==> config.mk <==
export PLATFORM = sky130hd
export DESIGN_NAME = multiscale_window_generator_unit_flat
export DESIGN_NICKNAME = d
export VERILOG_FILES = /design/src/hdl/mwg_pkg.sv /design/src/hdl/mwg_in_if.sv /design/src/hdl/mwg_out_if.sv /design/src/hdl/mwg_cfg_if.sv /design/src/hdl/multiscale_window_generator_unit.sv /design/src/flat_wrapper.sv
export SDC_FILE = /design/constraint.sdc
export NUM_CORES = 2
export LEC_CHECK = 0
export ABC_AREA = 1
export BUFFER_PORTS_ARGS = -buffer_cell sky130_fd_sc_hd__clkbuf_2
export CELL_PAD_IN_SITES_DETAIL_PLACEMENT = 2
export CELL_PAD_IN_SITES_GLOBAL_PLACEMENT = 2
export CORE_MARGIN = 2
export CORE_UTILIZATION = 41
export CTS_CLUSTER_DIAMETER = 100
export DETAILED_ROUTE_END_ITERATION = 8
export PLACE_DENSITY_LB_ADDON = 0.25
export RECOVER_POWER = 25
export SYNTH_ARGS = -nofsm -noshare
export SYNTH_HDL_FRONTEND = slang
export SYNTH_SLANG_ARGS = --single-unit
==> constraint.sdc <==
create_clock -name clk -period 7.95 [get_ports clk]
set_input_delay 0 -clock clk [delete_from_list [all_inputs] [get_ports clk]]
set_output_delay 0 -clock clk [all_outputs]
set_load 0.005 [all_outputs]
==> src/hdl/mwg_pkg.sv <==
`timescale 1ns / 1ps
// ----------------------------------------------------------------------------
// mwg_pkg
// Shared widths, register indexes and the step helper of the window generator.
// ----------------------------------------------------------------------------
package mwg_pkg;

  localparam int CoordBits  = 12;
  localparam int CountBits  = 4;
  localparam int FactorBits = 16;
  localparam int ShiftBits  = 8;
  localparam int TableBits  = 32;
  localparam int IndexBits  = 5;
  localparam int CfgIdxBits = 3;
  localparam int CfgDatBits = 16;
  localparam int FactorFrac = 12;

  typedef logic [CoordBits-1:0] coord_t;

  typedef enum logic [CfgIdxBits-1:0] {
    REG_BASE_W   = 3'd0,
    REG_BASE_H   = 3'd1,
    REG_IMAGE_W  = 3'd2,
    REG_IMAGE_H  = 3'd3,
    REG_SCALES   = 3'd4,
    REG_FACTOR   = 3'd5,
    REG_MIN_SIDE = 3'd6,
    REG_SHIFT    = 3'd7
  } cfg_reg_t;

  // step = round(shift * size / 256), at least one
  function automatic coord_t step_for(input logic [ShiftBits-1:0] shift, input coord_t size);
    logic [CoordBits+ShiftBits:0] p;
    coord_t s;
    p = {1'b0, 12'(0) + 20'(shift) * 20'(size)} + 21'd128;
    s = p[CoordBits+ShiftBits-1:ShiftBits];
    step_for = (s == '0) ? coord_t'(1) : s;
  endfunction

endpackage

==> src/hdl/mwg_in_if.sv <==
`timescale 1ns / 1ps
// ----------------------------------------------------------------------------
// mwg_in_if
// Request channel: restart or next box.
// ----------------------------------------------------------------------------
interface mwg_in_if;
  logic valid;
  logic ready;
  logic restart;
  modport source (output valid, output restart, input ready);
  modport sink (input valid, input restart, output ready);
endinterface

==> src/hdl/mwg_out_if.sv <==
`timescale 1ns / 1ps
// ----------------------------------------------------------------------------
// mwg_out_if
// Result channel: one box or the exhausted mark.
// ----------------------------------------------------------------------------
interface mwg_out_if;
  logic        valid;
  logic        ready;
  logic [11:0] box_x;
  logic [11:0] box_y;
  logic [11:0] box_width;
  logic [11:0] box_height;
  logic [4:0]  scale_index;
  logic        exhausted;
  modport source (output valid, output box_x, output box_y, output box_width,
                  output box_height, output scale_index, output exhausted, input ready);
  modport sink (input valid, input box_x, input box_y, input box_width,
                input box_height, input scale_index, input exhausted, output ready);
endinterface

==> src/hdl/mwg_cfg_if.sv <==
`timescale 1ns / 1ps
// ----------------------------------------------------------------------------
// mwg_cfg_if
// Register write channel.
// ----------------------------------------------------------------------------
interface mwg_cfg_if;
  logic        valid;
  logic        ready;
  logic [2:0]  index;
  logic [15:0] data;
  modport source (output valid, output index, output data, input ready);
  modport sink (input valid, input index, input data, output ready);
endinterface

==> src/hdl/multiscale_window_generator_unit.sv <==
`timescale 1ns / 1ps
// ----------------------------------------------------------------------------
// multiscale_window_generator_unit
// Sliding-window box generator over a table of scales built at restart.
// ----------------------------------------------------------------------------
// Next box: accept, then load result and step; the load waits while an unread result is held.
// Scale change: each scale tried is read, put through two multiplies and checked, on one shared multiplier.
// Restart: setup, then for each scale step of the table a multiply and a bit-serial
//   divider with 44 quotient bits, one a cycle, then the scale search.
// Reset: synchronous, active low; exhausted until the first restart.
module multiscale_window_generator_unit
  import mwg_pkg::*;
#(
  parameter int MAX_SCALES      = 10,
  parameter int SCALE_FRAC_BITS = 16
) (
  input logic      clk,
  input logic      rst_n,
  mwg_in_if.sink   in_ch,
  mwg_out_if.source out_ch,
  mwg_cfg_if.sink  cfg_ch
);

  localparam int Depth  = 2 * MAX_SCALES + 1;
  localparam int IdxW   = (Depth > 1) ? $clog2(Depth) : 1;
  localparam int SW     = IdxW + 1;
  localparam int MulW   = TableBits + FactorBits;
  localparam int DvdW   = TableBits + FactorFrac;
  localparam int SzW    = MulW + 1 - SCALE_FRAC_BITS;
  localparam int CntW   = $clog2(DvdW);
  localparam logic [TableBits-1:0] One = TableBits'(1) << SCALE_FRAC_BITS;
  localparam logic [MulW:0] Half = (MulW+1)'(1) << (SCALE_FRAC_BITS - 1);

  typedef enum logic [3:0] {
    S_IDLE, S_BINIT, S_BMUL, S_BDIV, S_SEEK, S_MULW, S_MULH, S_CHECK, S_EMIT
  } state_t;

  // configuration registers
  coord_t base_w_r, base_h_r, img_w_r, img_h_r, min_side_r;
  logic [CountBits-1:0]  scales_r;
  logic [FactorBits-1:0] factor_r;
  logic [ShiftBits-1:0]  shift_r;

  state_t state_r;
  logic   pending_r, active_r;
  logic [CountBits-1:0]  n_r, i_r;
  logic [FactorBits-1:0] f_r;
  logic [TableBits-1:0]  up_r, dn_r, tabv_r;
  logic [MulW-1:0]       mul_r;
  logic [DvdW-1:0]       dvd_r;
  logic [FactorBits:0]   rem_r;
  logic [CntW-1:0]       cnt_r;
  logic [SW-1:0]         s_r;
  logic [SzW-1:0]        w_r;
  coord_t col_r, row_r, cw_r, ch_r, cstep_r, rstep_r;
  logic [TableBits-1:0]  tab_r [Depth];

  logic out_valid_r, out_exh_r;
  coord_t ox_r, oy_r, ow_r, oh_r;
  logic [IndexBits-1:0] os_r;

  // shared multiplier
  logic [TableBits-1:0]  mul_a;
  logic [FactorBits-1:0] mul_b;
  logic [MulW-1:0]       mul_p;
  always_comb begin
    unique case (state_r)
      S_BMUL:  begin mul_a = up_r;   mul_b = f_r; end
      S_MULW:  begin mul_a = tabv_r; mul_b = FactorBits'(base_w_r); end
      default: begin mul_a = tabv_r; mul_b = FactorBits'(base_h_r); end
    endcase
    mul_p = MulW'(mul_a) * MulW'(mul_b);
  end

  // rounded scaled size and rounded up-scale entry
  logic [MulW:0]          size_sum;
  logic [SzW-1:0]         size_v;
  logic [MulW:0]          up_sum;
  logic [TableBits-1:0]   up_v;
  always_comb begin
    size_sum = {1'b0, mul_r} + Half;
    size_v   = size_sum[MulW:SCALE_FRAC_BITS];
    up_sum   = {1'b0, mul_r} + (MulW+1)'(2048);
    up_v     = (up_sum[MulW:TableBits+FactorFrac] != '0) ? '1
             : up_sum[TableBits+FactorFrac-1:FactorFrac];
  end

  // divider step
  logic [FactorBits:0] rem_t, rem_d;
  logic                qbit;
  logic [DvdW-1:0]     quo_v;
  always_comb begin
    rem_t = {rem_r[FactorBits-1:0], dvd_r[DvdW-1]};
    qbit  = (rem_t >= {1'b0, f_r});
    rem_d = qbit ? rem_t - {1'b0, f_r} : rem_t;
    quo_v = {dvd_r[DvdW-2:0], qbit};
  end

  // scale acceptance
  logic [SzW-1:0] ws, hs, ms;
  logic           scale_ok, seek_go;
  always_comb begin
    ws = w_r;
    hs = size_v;
    ms = (ws < hs) ? ws : hs;
    scale_ok = !(ms < SzW'(min_side_r)) && !(ws > SzW'(img_w_r)) && !(hs > SzW'(img_h_r))
               && (SzW'(img_w_r) - ws > SzW'(1)) && (SzW'(img_h_r) - hs > SzW'(1));
    seek_go  = (8'(s_r) <= {3'b0, n_r, 1'b0}) && (8'(s_r) < 8'(Depth));
  end

  // box stepping
  logic [CoordBits:0] nx, ny;
  logic               col_ok, row_ok;
  always_comb begin
    nx = {1'b0, col_r} + {1'b0, cstep_r};
    ny = {1'b0, row_r} + {1'b0, rstep_r};
    col_ok = (img_w_r >= cw_r) && (nx < {1'b0, img_w_r - cw_r});
    row_ok = (img_w_r >= cw_r) && (coord_t'(1) < img_w_r - cw_r)
             && (img_h_r >= ch_r) && (ny < {1'b0, img_h_r - ch_r});
  end

  // result register load
  logic emit_go;
  assign emit_go = (state_r == S_EMIT) && (!out_valid_r || out_ch.ready);

  // table write port
  logic                 tab_we;
  logic [IdxW-1:0]      tab_wa;
  logic [TableBits-1:0] tab_wd;
  always_comb begin
    tab_we = 1'b0;
    tab_wa = IdxW'({1'b0, n_r} + {1'b0, i_r});
    tab_wd = up_v;
    priority if (state_r == S_BINIT) begin
      tab_we = 1'b1;
      tab_wa = IdxW'(n_r);
      tab_wd = One;
    end else if (state_r == S_BDIV && cnt_r == '0) begin
      tab_we = 1'b1;
    end else if (state_r == S_BDIV && cnt_r == CntW'(DvdW - 1)) begin
      tab_we = 1'b1;
      tab_wa = IdxW'({1'b0, n_r} - {1'b0, i_r});
      tab_wd = quo_v[TableBits-1:0];
    end
  end

  always_ff @(posedge clk) begin
    if (tab_we) begin
      tab_r[tab_wa] <= tab_wd;
    end
  end

  // configuration registers
  assign cfg_ch.ready = 1'b1;
  always_ff @(posedge clk) begin
    if (!rst_n) begin
      base_w_r   <= 12'd32;
      base_h_r   <= 12'd32;
      img_w_r    <= 12'd640;
      img_h_r    <= 12'd480;
      scales_r   <= 4'd10;
      factor_r   <= 16'd4915;
      min_side_r <= 12'd15;
      shift_r    <= 8'd26;
    end else if (cfg_ch.valid) begin
      unique case (cfg_reg_t'(cfg_ch.index))
        REG_BASE_W:   base_w_r   <= cfg_ch.data[CoordBits-1:0];
        REG_BASE_H:   base_h_r   <= cfg_ch.data[CoordBits-1:0];
        REG_IMAGE_W:  img_w_r    <= cfg_ch.data[CoordBits-1:0];
        REG_IMAGE_H:  img_h_r    <= cfg_ch.data[CoordBits-1:0];
        REG_SCALES:   scales_r   <= cfg_ch.data[CountBits-1:0];
        REG_FACTOR:   factor_r   <= cfg_ch.data;
        REG_MIN_SIDE: min_side_r <= cfg_ch.data[CoordBits-1:0];
        REG_SHIFT:    shift_r    <= cfg_ch.data[ShiftBits-1:0];
      endcase
    end
  end

  assign in_ch.ready = (state_r == S_IDLE);

  // sequencer
  always_ff @(posedge clk) begin
    if (!rst_n) begin
      state_r     <= S_IDLE;
      pending_r   <= 1'b0;
      active_r    <= 1'b0;
      out_valid_r <= 1'b0;
      s_r <= '0; col_r <= '0; row_r <= '0; cw_r <= '0; ch_r <= '0;
      cstep_r <= '0; rstep_r <= '0; n_r <= '0; i_r <= '0; cnt_r <= '0;
    end else begin
      if (out_ch.ready && !emit_go) begin
        out_valid_r <= 1'b0;
      end
      unique case (state_r)
        S_IDLE: begin
          if (in_ch.valid) begin
            pending_r <= 1'b1;
            state_r   <= in_ch.restart ? S_BINIT : S_EMIT;
          end
        end
        S_BINIT: begin
          n_r   <= (scales_r > CountBits'(MAX_SCALES)) ? CountBits'(MAX_SCALES) : scales_r;
          f_r   <= (factor_r < FactorBits'(4096)) ? FactorBits'(4096) : factor_r;
          up_r  <= One;
          dn_r  <= One;
          i_r   <= CountBits'(1);
          s_r   <= '0;
          // n_r is written this cycle; stay until n_r and f_r hold their new values, so the entry at n is written
          if (n_r == ((scales_r > CountBits'(MAX_SCALES)) ? CountBits'(MAX_SCALES)
                      : scales_r) && f_r == ((factor_r < FactorBits'(4096))
                      ? FactorBits'(4096) : factor_r)) begin
            state_r <= (n_r == '0) ? S_SEEK : S_BMUL;
          end else begin
            state_r <= S_BINIT;
          end
        end
        S_BMUL: begin
          mul_r   <= mul_p;
          dvd_r   <= {dn_r, FactorFrac'(0)} + DvdW'(f_r >> 1);
          rem_r   <= '0;
          cnt_r   <= '0;
          state_r <= S_BDIV;
        end
        S_BDIV: begin
          if (cnt_r == '0) begin
            up_r <= up_v;
          end
          rem_r <= rem_d;
          dvd_r <= quo_v;
          cnt_r <= cnt_r + CntW'(1);
          if (cnt_r == CntW'(DvdW - 1)) begin
            dn_r <= quo_v[TableBits-1:0];
            i_r  <= i_r + CountBits'(1);
            state_r <= (i_r == n_r) ? S_SEEK : S_BMUL;
          end
        end
        S_SEEK: begin
          if (seek_go) begin
            tabv_r  <= tab_r[s_r[IdxW-1:0]];
            state_r <= S_MULW;
          end else begin
            active_r <= 1'b0;
            state_r  <= pending_r ? S_EMIT : S_IDLE;
          end
        end
        S_MULW: begin
          mul_r   <= mul_p;
          state_r <= S_MULH;
        end
        S_MULH: begin
          w_r     <= size_v;
          mul_r   <= mul_p;
          state_r <= S_CHECK;
        end
        S_CHECK: begin
          if (scale_ok) begin
            cw_r     <= ws[CoordBits-1:0];
            ch_r     <= hs[CoordBits-1:0];
            cstep_r  <= step_for(shift_r, ws[CoordBits-1:0]);
            rstep_r  <= step_for(shift_r, hs[CoordBits-1:0]);
            col_r    <= coord_t'(1);
            row_r    <= coord_t'(1);
            active_r <= 1'b1;
            state_r  <= pending_r ? S_EMIT : S_IDLE;
          end else begin
            s_r     <= s_r + SW'(1);
            state_r <= S_SEEK;
          end
        end
        S_EMIT: begin
          if (emit_go) begin
            out_valid_r <= 1'b1;
            out_exh_r   <= !active_r;
            ox_r <= active_r ? col_r : '0;
            oy_r <= active_r ? row_r : '0;
            ow_r <= active_r ? cw_r : '0;
            oh_r <= active_r ? ch_r : '0;
            os_r <= active_r ? IndexBits'(s_r) : '0;
            pending_r <= 1'b0;
            state_r   <= (active_r && !col_ok && !row_ok) ? S_SEEK : S_IDLE;
            if (active_r) begin
              priority if (col_ok) begin
                col_r <= nx[CoordBits-1:0];
              end else if (row_ok) begin
                col_r <= coord_t'(1);
                row_r <= ny[CoordBits-1:0];
              end else begin
                s_r <= s_r + SW'(1);
              end
            end
          end
        end
        default: state_r <= S_IDLE;
      endcase
    end
  end

  assign out_ch.valid       = out_valid_r;
  assign out_ch.box_x       = ox_r;
  assign out_ch.box_y       = oy_r;
  assign out_ch.box_width   = ow_r;
  assign out_ch.box_height  = oh_r;
  assign out_ch.scale_index = os_r;
  assign out_ch.exhausted   = out_exh_r;

  // checks
  a_busy_after_req: assert property (@(posedge clk) disable iff (!rst_n)
    (in_ch.valid && in_ch.ready) |=> !in_ch.ready)
    else $error("request taken while idle left block ready");
  a_exh_zero: assert property (@(posedge clk) disable iff (!rst_n)
    (out_ch.valid && out_ch.exhausted) |-> (out_ch.box_width == '0 && out_ch.box_x == '0))
    else $error("exhausted result carries a box");
  a_div_len: assert property (@(posedge clk) disable iff (!rst_n)
    (state_r == S_BDIV) |-> (cnt_r <= CntW'(DvdW - 1)))
    else $error("divider ran past its length");

endmodule
==> src/flat_wrapper.sv <==
// flat-port wrapper written by rule: the top's interface ports become plain ports
module multiscale_window_generator_unit_flat import mwg_pkg::*;
#(
  parameter int MAX_SCALES      = 10,
  parameter int SCALE_FRAC_BITS = 16
)
  (clk, rst_n, in_ch_valid, in_ch_restart, in_ch_ready, out_ch_valid, out_ch_box_x, out_ch_box_y, out_ch_box_width, out_ch_box_height, out_ch_scale_index, out_ch_exhausted, out_ch_ready, cfg_ch_valid, cfg_ch_index, cfg_ch_data, cfg_ch_ready);
  mwg_in_if in_ch_i ();
  mwg_out_if out_ch_i ();
  mwg_cfg_if cfg_ch_i ();
  input logic clk;
  input logic rst_n;
  input wire logic [$bits(in_ch_i.valid)-1:0] in_ch_valid;
  input wire logic [$bits(in_ch_i.restart)-1:0] in_ch_restart;
  output wire logic [$bits(in_ch_i.ready)-1:0] in_ch_ready;
  output wire logic [$bits(out_ch_i.valid)-1:0] out_ch_valid;
  output wire logic [$bits(out_ch_i.box_x)-1:0] out_ch_box_x;
  output wire logic [$bits(out_ch_i.box_y)-1:0] out_ch_box_y;
  output wire logic [$bits(out_ch_i.box_width)-1:0] out_ch_box_width;
  output wire logic [$bits(out_ch_i.box_height)-1:0] out_ch_box_height;
  output wire logic [$bits(out_ch_i.scale_index)-1:0] out_ch_scale_index;
  output wire logic [$bits(out_ch_i.exhausted)-1:0] out_ch_exhausted;
  input wire logic [$bits(out_ch_i.ready)-1:0] out_ch_ready;
  input wire logic [$bits(cfg_ch_i.valid)-1:0] cfg_ch_valid;
  input wire logic [$bits(cfg_ch_i.index)-1:0] cfg_ch_index;
  input wire logic [$bits(cfg_ch_i.data)-1:0] cfg_ch_data;
  output wire logic [$bits(cfg_ch_i.ready)-1:0] cfg_ch_ready;
  assign in_ch_i.valid = in_ch_valid;
  assign in_ch_i.restart = in_ch_restart;
  assign in_ch_ready = in_ch_i.ready;
  assign out_ch_valid = out_ch_i.valid;
  assign out_ch_box_x = out_ch_i.box_x;
  assign out_ch_box_y = out_ch_i.box_y;
  assign out_ch_box_width = out_ch_i.box_width;
  assign out_ch_box_height = out_ch_i.box_height;
  assign out_ch_scale_index = out_ch_i.scale_index;
  assign out_ch_exhausted = out_ch_i.exhausted;
  assign out_ch_i.ready = out_ch_ready;
  assign cfg_ch_i.valid = cfg_ch_valid;
  assign cfg_ch_i.index = cfg_ch_index;
  assign cfg_ch_i.data = cfg_ch_data;
  assign cfg_ch_ready = cfg_ch_i.ready;
  multiscale_window_generator_unit #(.MAX_SCALES(MAX_SCALES), .SCALE_FRAC_BITS(SCALE_FRAC_BITS)) u_core (.clk(clk), .rst_n(rst_n), .in_ch(in_ch_i), .out_ch(out_ch_i), .cfg_ch(cfg_ch_i));
endmodule
After elaboration in Yosys (flattened, before gate mapping):

Memory sizes are Yosys's and may differ from the RTL's. A register that Yosys moved wholly into a read port is not among the register bits.
Cells that the tools add are included.
Widths: inputs -> output; s select.

* output and inout bits: 57
* bits in latches: 0
* register bits: 462
* word-level logic and storage cells: 233
* bits in writable memories: 672
* memories: 1
* ROM bits: 0

Memory list
* u_core.tab_r: depth 21, bits a word 32, read ports 1, clocked after Yosys merged registers in 1, wr ports 1, RTL line multiscale_window_generator_unit.sv:56 `logic [TableBits-1:0] tab_r [Depth];`

* eq/ne operators: 31
* magnitude comparators: 16
* $add $sub $neg: 17
* divide/modulo/power cells: 0
* shift-type cells: 0
* reduce and logical (&&, ||, !) cells: 63
* bitwise logic cells: 0
* multipliers: 3
* multiplexer cells: 67

Operators by type and width (count)
* $mux 32: 7
* $mux 12: 11
* $pmux 32 s2: 2
* $pmux 44 s2: 1
* $gt 33x1->1 const B: 2
* $gt 33x12->1: 2
* $sub 12x33->33: 2
* $pmux 16 s2: 2
* $add 48x12->49 const B: 1
* $add 48x16->49 const B: 1
* $mul 32x16->48: 1
* $pmux 12 s2: 2
* $add 44x15->44: 1
* $add 20x8->20 const B: 2
* $mul 8x12->20: 2
* $mux 4: 10
* $pmux 4 s9: 1
* $lt 33x12->1: 1
* $lt 33x33->1: 1
* $mux 33: 1
* $mux 16: 2
* $mux 6: 5
* $reduce_and 2->1: 14
* $add 12x12->13: 2
* 48 further kinds: 121

Longest topological paths before layout:

* depth in word-level cells: 11
* gate-level depth with buffers: 45

Worst setup path after synthesis:

Ideal clock, no wire load.

* path type: register to register
* from: register u_core.state_r[3]
* to: register u_core.mul_r[42] (data pin)
* clock period less this slack: 7.021 ns
* setup slack: 0.929 ns
* data required time: 7.685 ns
* path buffers: 3
* arrival: 6.756 ns
* library setup time: 0.265 ns
* cell stages (with the launch flop): 35
* cell sequence: dfxtp_1 -> nor2_1 -> nand2_1 -> buf_2 -> buf_1 -> o211ai_1 -> nand2_1 -> inv_1 -> clkbuf_1 -> nand2_1 -> fa_1 -> inv_1 -> fa_1 -> inv_1 -> fa_1 -> fa_1 -> inv_1 -> fa_1 -> fa_1 -> ha_1 -> nand2_1 -> nor2_1 -> a211oi_1 -> o21ai_0 -> a21oi_1 -> o21ai_0 -> nand3_1 -> nand2_1 -> nand3_1 -> nand3_1 -> nand2_1 -> nand2_1 -> a31oi_1 -> o21ai_0 -> xor2_1

* cells in the longest elaborated chain, start to end: 3
* elaborated cells on any way between the ends: 5
* those cells by class: mul: 1; eq/ne: 2; mux: 2

RTL lines
* from (decl): RTL line multiscale_window_generator_unit.sv:44 `state_t state_r;`
* from (signal assigned): RTL line multiscale_window_generator_unit.sv:198 `state_r <= in_ch.restart ? S_BINIT : S_EMIT;`
* from (signal assigned): RTL line multiscale_window_generator_unit.sv:212 `state_r <= (n_r == '0) ? S_SEEK : S_BMUL;`
* from (signal assigned): RTL line multiscale_window_generator_unit.sv:234 `state_r <= (i_r == n_r) ? S_SEEK : S_BMUL;`
* $eq 4x3->1 / $eq 4x2->1 (equally long branches): RTL line multiscale_window_generator_unit.sv:67 `unique case (state_r)`
* $pmux 16 s2 / $mux 32 (equally long branches): RTL line multiscale_window_generator_unit.sv:67
* $mul 32x16->48 (*): RTL line multiscale_window_generator_unit.sv:72 `mul_p = MulW'(mul_a) * MulW'(mul_b);`
* via u_core.mul_p[42]: RTL line multiscale_window_generator_unit.sv:65 `logic [MulW-1:0] mul_p;`
* to (signal assigned): RTL line multiscale_window_generator_unit.sv:218 `mul_r <= mul_p;`
* to (signal assigned): RTL line multiscale_window_generator_unit.sv:247 `mul_r <= mul_p;`
* to (signal assigned): RTL line multiscale_window_generator_unit.sv:252 `mul_r <= mul_p;`
* to (decl): RTL line multiscale_window_generator_unit.sv:49 `logic [MulW-1:0] mul_r;`

The timed path passes the listed nets; every way through them passes the cells marked *.
A chain may end at the register's enable or synchronous reset.

Final worst setup path:

* from: register u_core.state_r[0]
* to: register u_core.mul_r[45] (data pin)

The elaborated chain is that of the path after synthesis.

==> qor.yml <==
timing:
  drv_slew: 634
  slew_headroom_pct: -126
  fmax_ghz: 0.131
  clock_skew_ns: 0.0593
  post-route-period-util_pct: 96.3
  max_slew.worst_pin.slew_ns: 3.39
  setup_slack_ns: 0.294
  finalSetupTns_ns: 0
  fin_crit_ns: 7.66
  hold_violations: 0
  finalSetupViolations: 0
finish:
  fin_nets: 9165
  area_growth_syn_to_layout_pct: 12.5
  fillers: 19400
  fin_area_sq_um: 84800
  drive_gt1_share_pct: 7.76
  finalCoreUtilization_pct: 46.4
clock_tree:
  cts_root_buffer: "clkbuf_16"
  cts_buffer_depth: 3
  clk_latency_ns: 0.82
  cts_buffers: 135
  cts_tree: "built"
  htreeDepth: 4
  cts.sinks: 1155
  path_clk_slew_ns: 0.06
critical_path:
  worst_path_max_delay_cell: "fa_1"
  worstSetupStartpointType: "register"
  crit_fanout: 24
  worstPathRequired_ns: 8.46
  crit_arrival_ns: 8.17
  worstSetupPathType: "reg2reg"
  crit_top_cell: "nand2_1"
  crit_path_end_kind: "register"
  slowest_delay_ns: 0.57
die:
  num_rows: 157
  ioPinCount: 82
  die_area_sq_um: 187000
  initial_core_util_pct: 41.2
  core_sq_um: 183000
  die_w_um: 433
  die_h_um: 433
global_routing:
  grt-ovfl-total: 0
  grt_max_degree: 205
  grt_pass1_wl_mm: 452
  grt_pass1_vias: 67800
  grtUsageTotal_pct: 32.6
  antenna_found_initial: 12
synthesis:
  netlist-cell-type-count: 64
  yosysSeqAreaShare_pct: 43.5
  synth_flop_cell: "edfxtp_1"
  synth_top_cell_by_area: "edfxtp_1"
  synth_area_per_cell_sq_um: 9.37
  async_flop_share_pct: 0
  synth.top_cells.by_count: "nand2_1, inv_1, nor2_1"
  ys_ff_latch: 1155
  synth_edf_count: 968
  yosys_warnings: 0
  netlist_instances: 8047
  yosysMostFrequentCell: "nand2_1"
  synth_nets: 8998
  synth.cell_area_sq_um: 75400
  yosysTopAreaCellShare_pct: 38.6
  synth_area_leaders: "edfxtp_1, fa_1, nand2_1"
route:
  avgRoutedWirePerCell_um: 28.3
  viasPerCell: 5.67
  drtAntennaViolNets: 0
  wl_mm: 306
  drt_iter0_drc: 4597
  drc: 0
  vias: 61200
  first_pass_iters: 5
placed_design:
  pre_cts_ws_ns: -0.496
  dpl.hpwl_mm: 220
  io_buffers: 80
  place_congestion: 0.905
  placed_cell_area_sq_um: 79700
pwr:
  peakVddDrop_v: 0.000238
  powerDensity_nw_per_um2: 188
  design_power_total_w: 0.0159
  leakagePower_nw: 34.9
status:
  outcome: "finished, violations left"
  violations: "max-capacitance violations, max-slew violations"
worst_hold_path:
  worst_hold_path_type: "in2reg"
run:
  cap_violations: 13
## routing by layer
layer / routed length (um) / global-route usage (%) / vias to the layer above
li1: - / - / 26700
met1: 127000 / 41.6 / 32200
met2: 151000 / 56.1 / 1720
met3: 14800 / 4.23 / 592
met4: 13100 / 12.5 / 10
met5: 75 / 0 / -
## cells by family (layout without fill, tap and decap cells)
logic type / after synthesis / after routing / synth area share, %
AOI/OAI and AO/OA: 1400 / 1400 / 10.3
xor gates and xnor gates: 209 / 209 / 2.46
adders and majority gates: 926 / 926 / 20.8
buffers and inverters: 1545 / 1822 / 7.77
DFF: 1155 / 1155 / 43.5
other: 1 / 6 / 0.00497
and+or+nand+nor: 2811 / 2811 / 15.1
## worst max-delay path: cells and delay by family, from the launching register on
| family | cells | cell delay (ns) |
|---|---|---|
| xor gates and xnor gates | 1 | 0.15 |
| buffers and inverters | 8 | 1.16 |
| DFF | 1 | 0.35 |
| adders and majority gates | 7 | 3.66 |
| and+or+nand+nor | 11 | 1.16 |
| AOI/OAI and AO/OA | 6 | 0.84 |
## report_power, final
part	switching [W]	internal, W
Combinational	0.00186	0.000821
Sequential	0.0000775	0.00666
Clock	0.00286	0.00364
## flip-flops by register name, indices dropped and copies added, names as in the netlist, 16 cells and up
register / cells
u_core.tab_r: 672
u_core.dvd_r: 44
u_core.mul_r: 37
u_core.w_r: 33
u_core.dn_r: 32
u_core.tabv_r: 32
u_core.up_r: 32
u_core.f_r: 16
u_core.factor_r: 16
u_core.rem_r: 16
## stage by stage
step,hold slack [ns],std cells
after global placement,0.275,10500
after floorplan,0.126,8047
after CTS,0.178,10800
after detailed placement,0.305,10500
after global routing,0.231,10800
final,0.217,10800
## placed cells by master (no fill, tap or decap), types with 13 or more instances in the layout
cell,netlist,routed
dfxtp_1,187,182
clkinv_1,13,29
inv_1,1185,1179
nor3_1,44,44
a31oi_1,22,21
nand4_1,54,54
clkbuf_16,0,136
o21ai_0,625,613
or2_2,23,23
nand3_1,213,214
ha_1,381,377
a21oi_1,390,383
edfxtp_1,968,968
inv_2,12,13
o211ai_1,45,45
a21oi_2,11,16
dlygate4sd3_1,0,40
o221ai_1,17,17
xnor2_1,55,55
a21o_1,21,21
clkinvlp_4,0,15
nor2_4,6,30
buf_4,7,196
nand2_2,15,17
nand2_1,1346,1342
fa_1,545,544
xor2_1,152,153
nor4_1,22,20
o21bai_1,30,30
clkinv_2,0,21
nor2_1,1045,1022
clkbuf_1,296,79
clkbuf_2,2,48
o21ai_1,16,19
o22ai_1,170,170
## worst paths after layout
kind	start	to	slack, ns	cells after the start
hold / removal	out_ch_ready	u_core.out_ch.valid$_SDFF_PN0_	0.22	5
setup reg to reg	u_core.state_r[0]$_SDFFE_PN0P_	u_core.mul_r[45]$_DFFE_PP_	0.29	33
hold reg to reg	u_core.rstep_r[10]$_SDFFE_PN0P_	u_core.rstep_r[10]$_SDFFE_PN0P_	0.47	2
setup / recovery	u_core.state_r[0]$_SDFFE_PN0P_	u_core.mul_r[45]$_DFFE_PP_	0.29	33
## what timing repair did
action / in CTS / in global routing
hold endpoints to repair: 121 / 0
gates resized for setup: 6 / 62
gates cloned: 0 / 2
pin swaps: 0 / 3
hold buffers: 40 / 0
setup buffers: 2 / 15
endpoints found under the setup margin: 23 / 22
## final cells by class
class | instances | area [sq um] | area share [%]
well taps | 2464 | 3080 | 3.63
multi-input cells | 5347 | 37000 | 43.7
clock inverters | 82 | 1020 | 1.20
inverters | 1210 | 4580 | 5.39
repair buffers | 365 | 2740 | 3.22
clock buffers | 165 | 3540 | 4.17
diodes | 5 | 12.5 | 0.0147
flip-flops and latches | 1155 | 32800 | 38.7
(Power assumes the default switching activity.)
